File: src/rtl/pstd_pkg.sv
// shared types and constants for the trial-division prime summer
package pstd_pkg;

    localparam int LIMIT_BITS_DEF = 12;
    localparam int SUM_BITS_DEF   = 24;

    localparam int FIRST_CANDIDATE = 2;
    localparam int FIRST_DIVISOR   = 2;

    typedef enum logic [2:0] {
        S_IDLE,
        S_NEXT_M,
        S_TEST,
        S_WAIT_REM,
        S_FINISH
    } t_state;

    typedef struct packed {
        logic done;
        logic zero;
    } t_rem_status;

endpackage

File: src/rtl/pstd_rem.sv
// iterative restoring remainder unit, one quotient bit per cycle
module pstd_rem
    import pstd_pkg::*;
#(
    parameter int W = LIMIT_BITS_DEF + 1
) (
    input  logic         i_clk,
    input  logic         i_rst_n,
    input  logic         i_start,
    input  logic [W-1:0] i_dividend,
    input  logic [W-1:0] i_divisor,
    output t_rem_status  o_status
);

    localparam int CW = $clog2(W + 1);

    logic          r_busy;
    logic          r_done;
    logic [CW-1:0] r_cnt;
    logic [W-1:0]  r_rem;
    logic [W-1:0]  r_shift;
    logic [W-1:0]  r_div;

    logic [W:0]    trial;
    logic [W:0]    diff;
    logic [W-1:0]  n_rem;

    always_comb begin
        trial = {r_rem, r_shift[W-1]};
        diff  = trial - {1'b0, r_div};
        if (trial >= {1'b0, r_div}) begin
            n_rem = diff[W-1:0];
        end else begin
            n_rem = trial[W-1:0];
        end
    end

    always_ff @(posedge i_clk) begin
        if (!i_rst_n) begin
            r_busy <= 1'b0;
            r_done <= 1'b0;
            r_cnt  <= '0;
        end else begin
            r_done <= r_busy && (r_cnt == CW'(1));
            if (i_start) begin
                r_busy <= 1'b1;
                r_cnt  <= CW'(W);
            end else if (r_busy) begin
                r_cnt <= r_cnt - CW'(1);
                if (r_cnt == CW'(1)) begin
                    r_busy <= 1'b0;
                end
            end
        end
    end

    always_ff @(posedge i_clk) begin
        if (i_start) begin
            r_rem   <= '0;
            r_shift <= i_dividend;
            r_div   <= i_divisor;
        end else if (r_busy) begin
            r_rem   <= n_rem;
            r_shift <= {r_shift[W-2:0], 1'b0};
        end
    end

    assign o_status.done = r_done;
    assign o_status.zero = (r_rem == '0);

endmodule

File: src/rtl/prime_sum_trial_division.sv
// sum of primes up to a limit, by trial division with a shared remainder unit
//
// input channel: i_valid / o_ready carry one limit n on i_limit; the block
// takes an item only while it is idle and drops o_ready until the sum of all
// primes from 2 through n has been handed to its output register.
// output channel: o_valid / i_ready carry the total on o_prime_total; the
// result register holds its value until the transfer, and a new limit may be
// accepted while a finished total still waits there.
// each candidate m from 2 through n is tested with divisors d = 2, 3, ...
// while d*d <= m, stopping at the first exact divisor. every trial runs one
// remainder through the shared restoring unit, sequenced by the S_TEST and
// S_WAIT_REM states. there is no overlap between items.
// the total saturates at all ones if it outgrows SUM_BITS.
// reset (synchronous, active low) returns the sequencer to idle, drops the
// result valid flag and stops the remainder unit; data registers have no reset.
module prime_sum_trial_division
    import pstd_pkg::*;
#(
    parameter int LIMIT_BITS = LIMIT_BITS_DEF,
    parameter int SUM_BITS   = SUM_BITS_DEF
) (
    input  logic                  i_clk,
    input  logic                  i_rst_n,
    input  logic                  i_valid,
    output logic                  o_ready,
    input  logic [LIMIT_BITS-1:0] i_limit,
    output logic                  o_valid,
    input  logic                  i_ready,
    output logic [SUM_BITS-1:0]   o_prime_total
);

    localparam int W  = LIMIT_BITS + 1;
    localparam int SQ = 2 * W;
    localparam int AW = ((SUM_BITS > W) ? SUM_BITS : W) + 1;

    t_state              r_state, n_state;
    logic [LIMIT_BITS-1:0] r_n;
    logic [W-1:0]        r_m, n_m;
    logic [W-1:0]        r_d, n_d;
    logic [SQ-1:0]       r_sq, n_sq;
    logic [SUM_BITS-1:0] r_total, n_total;
    logic [SUM_BITS-1:0] r_out;
    logic                r_out_valid;

    logic                rem_start;
    logic                load_out;
    logic                in_xfer;
    logic                m_in_range;
    logic                sq_above;
    logic [AW-1:0]       sum_ext;
    t_rem_status         rem_status;

    assign in_xfer    = i_valid && o_ready;
    assign m_in_range = ({1'b0, r_n} >= r_m);
    assign sq_above   = (r_sq > SQ'(r_m));
    assign sum_ext    = AW'(r_total) + AW'(r_m);

    pstd_rem #(
        .W(W)
    ) u_rem (
        .i_clk      (i_clk),
        .i_rst_n    (i_rst_n),
        .i_start    (rem_start),
        .i_dividend (r_m),
        .i_divisor  (r_d),
        .o_status   (rem_status)
    );

    // next state
    always_comb begin
        n_state = r_state;
        case (r_state)
            S_IDLE: begin
                if (in_xfer) n_state = S_NEXT_M;
            end
            S_NEXT_M: begin
                n_state = m_in_range ? S_TEST : S_FINISH;
            end
            S_TEST: begin
                n_state = sq_above ? S_NEXT_M : S_WAIT_REM;
            end
            S_WAIT_REM: begin
                if (rem_status.done) begin
                    n_state = rem_status.zero ? S_NEXT_M : S_TEST;
                end
            end
            S_FINISH: begin
                if (!r_out_valid || i_ready) n_state = S_IDLE;
            end
            default: n_state = S_IDLE;
        endcase
    end

    // outputs and datapath
    always_comb begin
        n_m       = r_m;
        n_d       = r_d;
        n_sq      = r_sq;
        n_total   = r_total;
        rem_start = 1'b0;
        load_out  = 1'b0;
        o_ready   = 1'b0;
        case (r_state)
            S_IDLE: begin
                o_ready = 1'b1;
                n_m     = W'(FIRST_CANDIDATE);
                n_total = '0;
            end
            S_NEXT_M: begin
                n_d  = W'(FIRST_DIVISOR);
                n_sq = SQ'(FIRST_DIVISOR * FIRST_DIVISOR);
            end
            S_TEST: begin
                if (sq_above) begin
                    // no divisor found: prime
                    if (sum_ext > AW'({SUM_BITS{1'b1}})) begin
                        n_total = {SUM_BITS{1'b1}};
                    end else begin
                        n_total = sum_ext[SUM_BITS-1:0];
                    end
                    n_m = r_m + W'(1);
                end else begin
                    rem_start = 1'b1;
                end
            end
            S_WAIT_REM: begin
                if (rem_status.done) begin
                    if (rem_status.zero) begin
                        n_m = r_m + W'(1);
                    end else begin
                        n_d  = r_d + W'(1);
                        n_sq = r_sq + (SQ'(r_d) << 1) + SQ'(1);
                    end
                end
            end
            S_FINISH: begin
                load_out = !r_out_valid || i_ready;
            end
            default: begin
            end
        endcase
    end

    always_ff @(posedge i_clk) begin
        if (!i_rst_n) begin
            r_state     <= S_IDLE;
            r_out_valid <= 1'b0;
        end else begin
            r_state <= n_state;
            if (load_out) begin
                r_out_valid <= 1'b1;
            end else if (i_ready) begin
                r_out_valid <= 1'b0;
            end
        end
    end

    always_ff @(posedge i_clk) begin
        if (in_xfer) r_n <= i_limit;
        if (load_out) r_out <= r_total;
        r_m     <= n_m;
        r_d     <= n_d;
        r_sq    <= n_sq;
        r_total <= n_total;
    end

    assign o_valid       = r_out_valid;
    assign o_prime_total = r_out;

endmodule

File: config.mk
export PLATFORM = sky130hd
export DESIGN_NAME = prime_sum_trial_division
export DESIGN_NICKNAME = d
export VERILOG_FILES = /design/src/rtl/pstd_pkg.sv /design/src/rtl/pstd_rem.sv /design/src/rtl/prime_sum_trial_division.sv
export SDC_FILE = /design/constraint.sdc
export NUM_CORES = 1
export LEC_CHECK = 0
export BUFFER_PORTS_ARGS = -buffer_cell sky130_fd_sc_hd__buf_2
export CAP_MARGIN = 5
export CORE_UTILIZATION = 46
export CTS_CLUSTER_DIAMETER = 50
export DETAILED_ROUTE_END_ITERATION = 8
export PLACE_DENSITY = 0.74
export SYNTH_ARGS = -nofsm -noshare
export SYNTH_HDL_FRONTEND = slang
export SYNTH_SLANG_ARGS = --single-unit
File: constraint.sdc
create_clock -name i_clk -period 4.1 [get_ports i_clk]
set_clock_uncertainty 0.15 [all_clocks]
set_input_delay 0.205 -clock i_clk [delete_from_list [all_inputs] [get_ports i_clk]]
set_output_delay 0.205 -clock i_clk [all_outputs]
set_load 0.1 [all_outputs]
# Yosys cells after proc, flatten, opt, wreduce, memory -nomap -nowiden
# Index checks and enable logic that the tools add are counted.
[totals] latchBits=0 ff_bits=161 wordCells=88 memories=0 out_inout_bits=26 rom_bits=0 ram_bits=0
[op_classes] n_bitwise=1 div_mod_pow=0 magnitude_cmp=4 shifts=0 eq_ne=11 mul=0 reduce_logical=16 n_addsub=7 mux=34
[ops] operator="$mux 13" count=8
[ops] operator="$mux 26" count=2
[ops] operator="$pmux 26 s2" count=1
[ops] operator="$mux 24" count=2
[ops] operator="$pmux 24 s2" count=1
[ops] operator="$pmux 13 s3" count=1
[ops] operator="$add 13x1->13 const B" count=2
[ops] operator="$add 26x1->26 const B" count=1
[ops] operator="$add 26x14->26" count=1
[ops] operator="$gt 26x13->1" count=1
[ops] operator="$pmux 13 s2" count=1
[ops] operator="$add 24x13->25" count=1
[ops] operator="$gt 25x24->1 const B" count=1
[ops] operator="$pmux 3 s5" count=1
[ops] operator="$ge 14x13->1" count=1
[ops] operator="$ge 12x13->1" count=1
[ops] operator="$logic_not 13->1" count=1
[ops] operator="$sub 13x13->13" count=1
[ops] operator="$mux 3" count=4
[ops] operator="$ne 2x2->1 const B" count=5
[ops] operator="$mux 1" count=9
[ops] operator="$mux 4" count=2
[ops] operator="$reduce_bool 2->1" count=4
[ops] operator="$eq 3x2->1 const B" count=2
[ops] operator="other kinds (16)" count=19

# Longest topological paths before layout
[depth] word_depth=5 ltp_mapped=10 depth_no_buf=9

# By module
# From an unflattened synthesis, not the netlist that was laid out.
[unflattened] hier_cells=878 area_unflattened_um2=9380.2
[by_module_without_submodules] mod="prime_sum_trial_division" area_per_inst_um2=6849.1 cells_per_inst=621 instances=1
[by_module_without_submodules] mod="pstd_rem" area_per_inst_um2=2531.2 cells_per_inst=257 instances=1

# Worst setup path after synthesis
# Ideal clock, no wire load.
[synth_timing] path_type="reg2reg" from="reg u_rem.r_rem[0]" to="reg r_d[0], enable pin" t_arrival_ps=3724 stages_incl_launch_ff=5 slack_ps=-269 period_less_slack_ps=4369 n_path_buf=0 setup_time_ps=494 path_cell_list="dfxtp_1 > nor4_1 > and4_1 > nand2b_1 > a211oi_1"
[synth_via] elab_chain_len=3
[synth_rtl] item="start: declaration" line="pstd_rem.sv:20" source="logic [W-1:0] r_rem;"
[synth_rtl] item="start signal: assignment" line="pstd_rem.sv:63" source="r_rem <= n_rem;"
[synth_rtl] item="$logic_not 13->1" line="pstd_rem.sv:69" source="assign o_status.zero = (r_rem == '0);"
[synth_rtl] item="$ne 2x2->1 (no source line)"
[synth_rtl] item="$reduce_and 3->1 (no source line)"
[synth_rtl] item="end signal: assignment" line="prime_sum_trial_division.sv:162" source="r_d <= n_d;"
[synth_rtl] item="end: declaration" line="prime_sum_trial_division.sv:39" source="logic [W-1:0] r_d, n_d;"
# Every way passes these cells.
# A chain may end at the register's enable or synchronous reset.

# Worst setup path in the final report
[layout_timing] from="reg r_m[1]" to="reg u_rem.r_shift[0], enable pin"
[layout_via] elab_chain_len=4
[layout_rtl] item="start: declaration" line="prime_sum_trial_division.sv:38" source="logic [W-1:0] r_m, n_m;"
[layout_rtl] item="start signal: assignment" line="prime_sum_trial_division.sv:161" source="r_m <= n_m;"
[layout_rtl] item="$gt 26x13->1" line="prime_sum_trial_division.sv:55" source="assign sq_above = (r_sq > SQ'(r_m));"
[layout_rtl] item="$mux 1" line="prime_sum_trial_division.sv:114" source="if (sq_above) begin"
[layout_rtl] item="$mux 1" line="prime_sum_trial_division.sv:103" source="case (r_state)"
[layout_rtl] item="$reduce_bool 2->1 (no source line)"
[layout_rtl] item="end signal: assignment" line="pstd_rem.sv:60" source="r_shift <= i_dividend;"
[layout_rtl] item="end signal: assignment" line="pstd_rem.sv:64" source="r_shift <= {r_shift[W-2:0], 1'b0};"
[layout_rtl] item="end: declaration" line="pstd_rem.sv:21" source="logic [W-1:0] r_shift;"
# Every way passes these cells.

==> results by group <==
Yosys
  – Syn Inst Count: 884
  – Synth Register Bits: 161
  – Register area share after synthesis: 49.1%
  – Syn Nets: 971
  – Mapped Area: 9390 sq um
  – Post-synth top area cell: edfxtp_1
  – Count leader, synth: edfxtp_1
  – Synth area leaders: edfxtp_1 (44%), ha_1 (9.1%), dfxtp_1 (4.9%)
  – Share of the synthesized area in the top cell type: 44.2%
  – Post-synth ARST share: 0%
  – Syn_area_per_cell: 10.6 sq um
  – Synth cell count leaders: edfxtp_1 (138), nor2_1 (90), ha_1 (68), a21oi_1 (57), inv_1 (49)
  – Post-synth EDFFs: 138
  – Top FF cell, synth: edfxtp_1
  – Netlist cell types: 69
  – Yosys warns: 0

Place
  – Routability cong.: 0.852
  – Dpl cells: 1173
  – DP Wirelength: 13900 microns
  – PortBufs: 41

Critical path
  – Worst EP required: 4.09 ns
  – R2r setup slk: 1.02 ns
  – R2r startpoint: r_m[1]$_SDFFCE_PN1P_
  – Critical-path cell list: inv_1, ha_1, nor2b_1, o211ai_1, a211o_1, a41oi_1, nor3_2, buf_4, or2_2
  – Worst setup EP type: register
  – Register-to-Register Path Depth: 9
  – Critical Path Start: r_m[1]$_SDFFCE_PN1P_
  – R2R Path End: u_rem.r_shift[0]$_SDFFCE_PN0P_
  – CP Max Fanout: 31
  – Crit path max-delay cell type: or2_2
  – WS Path Type: reg -> reg
  – CP endpoint: u_rem.r_shift[0]$_SDFFCE_PN0P_
  – Crit start category: register
  – CP peak stage delay: 0.47 ns
  – Crit path DAT: 3.07 ns

Pwr
  – Maximum VDD drop: 309 uV
  – Pleak: 3.99 nW
  – Pwr dens: 389 nW/um^2

CTS
  – Root Driver: clkbuf_16
  – CTS tree: yes
  – Clk slew on worst S/H paths: 0.06 ns
  – CTS H-tree depth: 4
  – Max Root-Sink Buffers: 2
  – Worst-Skew Late Latency: 0.43 ns
  – TritonCTS Buffers: 17
  – Resized cells post-CTS: 0
  – Clock sink total: 161
  – Post-CTS Setup Repair Bufs: 0

Routing
  – Final wirelength: 19900 microns
  – Vias per Instance: 5.73
  – First-iteration detailed-routing DRC count: 496
  – Vias: 6996
  – Drt pass-1 iters: 5
  – Post-DRT Antenna Nets: 0
  – Average wire per standard cell: 16.3 microns
  – DRC Markers: 0

Timing
  – Measured slew at the worst slew-check pin: 1.23 ns
  – Final period utilization: 75.1%
  – Final setup viols: 0
  – Final TNS setup: 0 ns
  – Fin. Hold Viols: 0
  – Final Max Tran Viols: 0
  – Fmax: 325 MHz
  – Final worst path period need: 3.08 ns
  – RSZ-0062 raised after global routing: no
  – Slew headroom: 18.1%

Global routing
  – GR Overflow Total: 0
  – GRT Util Overall: 20.1%
  – Largest net degree at the start of global routing: 40
  – Initial antenna violation count: 0
  – Vias in the first global route: 6543
  – First-pass GRT wire length: 32500 microns

Final layout
  – Layout cells sized above 1: 11.5%
  – Final core occ: 53.9%
  – Nets: 1031
  – Ant. Diodes: 0
  – Synthesis-to-finish area growth: 13.3%
  – Fillers: 1694
  – Finished Layout Cells: 1222

Floorplan
  – Initial Util: 47.6%
  – Io pins: 42
  – Die Width: 145 microns
  – Core box area: 19700 sq um
  – Die area: 21000 sq um
  – Die Ht: 145 microns
  – Number of placement rows: 51

Hold path
  – Min-Delay Path Depth: 0
  – Min-delay worst type: reg -> reg

Outcome
  – Outcome: complete, no violations

Job
  – Max Cap Viol: 0
## layout by cell type, fill, tap and decap left out, types with 25 or more instances in the layout
master and instances:
a211oi_1 25, nor2_1 88, a21oi_1 57, nand2_1 47, xnor2_1 28, o21ai_0 45
buf_2 41, inv_1 49, ha_1 68, edfxtp_1 138
## layer usage
metal | track usage [%] | routed length (microns) | vias to the layer above
li1 | - | - | 3459
met1 | 27.2 | 9420 | 3333
met2 | 32.3 | 9330 | 178
met3 | 3.98 | 803 | 26
met4 | 6.43 | 323 | 0
met5 | 0 | 0 | -
## critical path, delay by kind of cell, from the launching register on
family | cells | cell delay (ns)
compound gates | 3 | 0.75
simple gates | 3 | 0.65
flops | 1 | 0.46
buf+inv | 2 | 0.42
fa+ha+maj | 1 | 0.33
## through the flow
step / hold WS [ns] / power (mW) / area, sq um / setup slack, ns
3_5_place_dp: 0.233 / 2.63 / 9900 / 1.04
4_1_cts: 0.306 / 4.16 / 10600 / 1.04
3_3_place_gp: 0.232 / 2.61 / 9900 / 1.11
2_1_floorplan: 0.154 / 2.47 / 9390 / 0.477
6_report: 0.308 / 4.14 / 10600 / 1.02
5_1_grt: 0.322 / 4.32 / 10600 / 0.844
## logic make-up after synthesis
| family | count (synthesis) | share of synthesized area (%) |
|---|---|---|
| adder cells (fa/ha/maj) | 71 | 9.71 |
| AND/OR/NAND/NOR | 285 | 15.3 |
| buffers and inverters | 76 | 3.24 |
| multiplexers | 25 | 2.84 |
| XOR/XNOR | 46 | 4.29 |
| flip-flops | 161 | 49.1 |
| AO/OA/AOI/OAI | 220 | 15.5 |
## sequential cells by signal, indices dropped and copies added, names as in the netlist
name / count
u_rem.r_rem: 13
o_prime_total: 24
u_rem.r_div: 13
u_rem.r_busy: 1
r_state: 3
o_valid: 1
r_sq: 26
r_total: 24
u_rem.r_shift: 13
r_m: 13
r_n: 12
u_rem.r_done: 1
r_d: 13
u_rem.r_cnt: 4
## final cells by class
type	count	area, sq um	share of cell area (%)
Sequential cell	161	4600	43.3
Multi-Input combinational cell	647	4500	42.4
Timing Repair Buffer	68	450	4.24
Clock buffer	18	429	4.04
Tap cell	265	332	3.12
Inverter	49	184	1.73
Clock inverter	14	131	1.24
## worst min path at each step
stage,startpoint,slack (ns),to
after floorplan,i_limit[0],0.15,r_n[0]$_DFFE_PP_
after CTS,r_total[2]$_SDFFCE_PN0P_,0.31,o_prime_total[2]$_DFFE_PP_
final,r_total[11]$_SDFFCE_PN0P_,0.31,o_prime_total[11]$_DFFE_PP_
after global routing,i_limit[0],0.32,r_n[0]$_DFFE_PP_
after global placement,i_limit[0],0.23,r_n[0]$_DFFE_PP_
after detailed placement,i_limit[3],0.23,r_n[3]$_DFFE_PP_
## where the power goes
part           switching [mW]  internal (mW)
Sequential             0.0942           1.88
Clock                   0.678          0.844
Combinational           0.400          0.239
## timing repair
item / 4_1_cts / 5_1_grt
endpoints found under the hold margin: 21 / 0
endpoints found under the setup margin: 0 / 0
hold buffers: 17 / 0
Power figures use the tool's default switching activity.
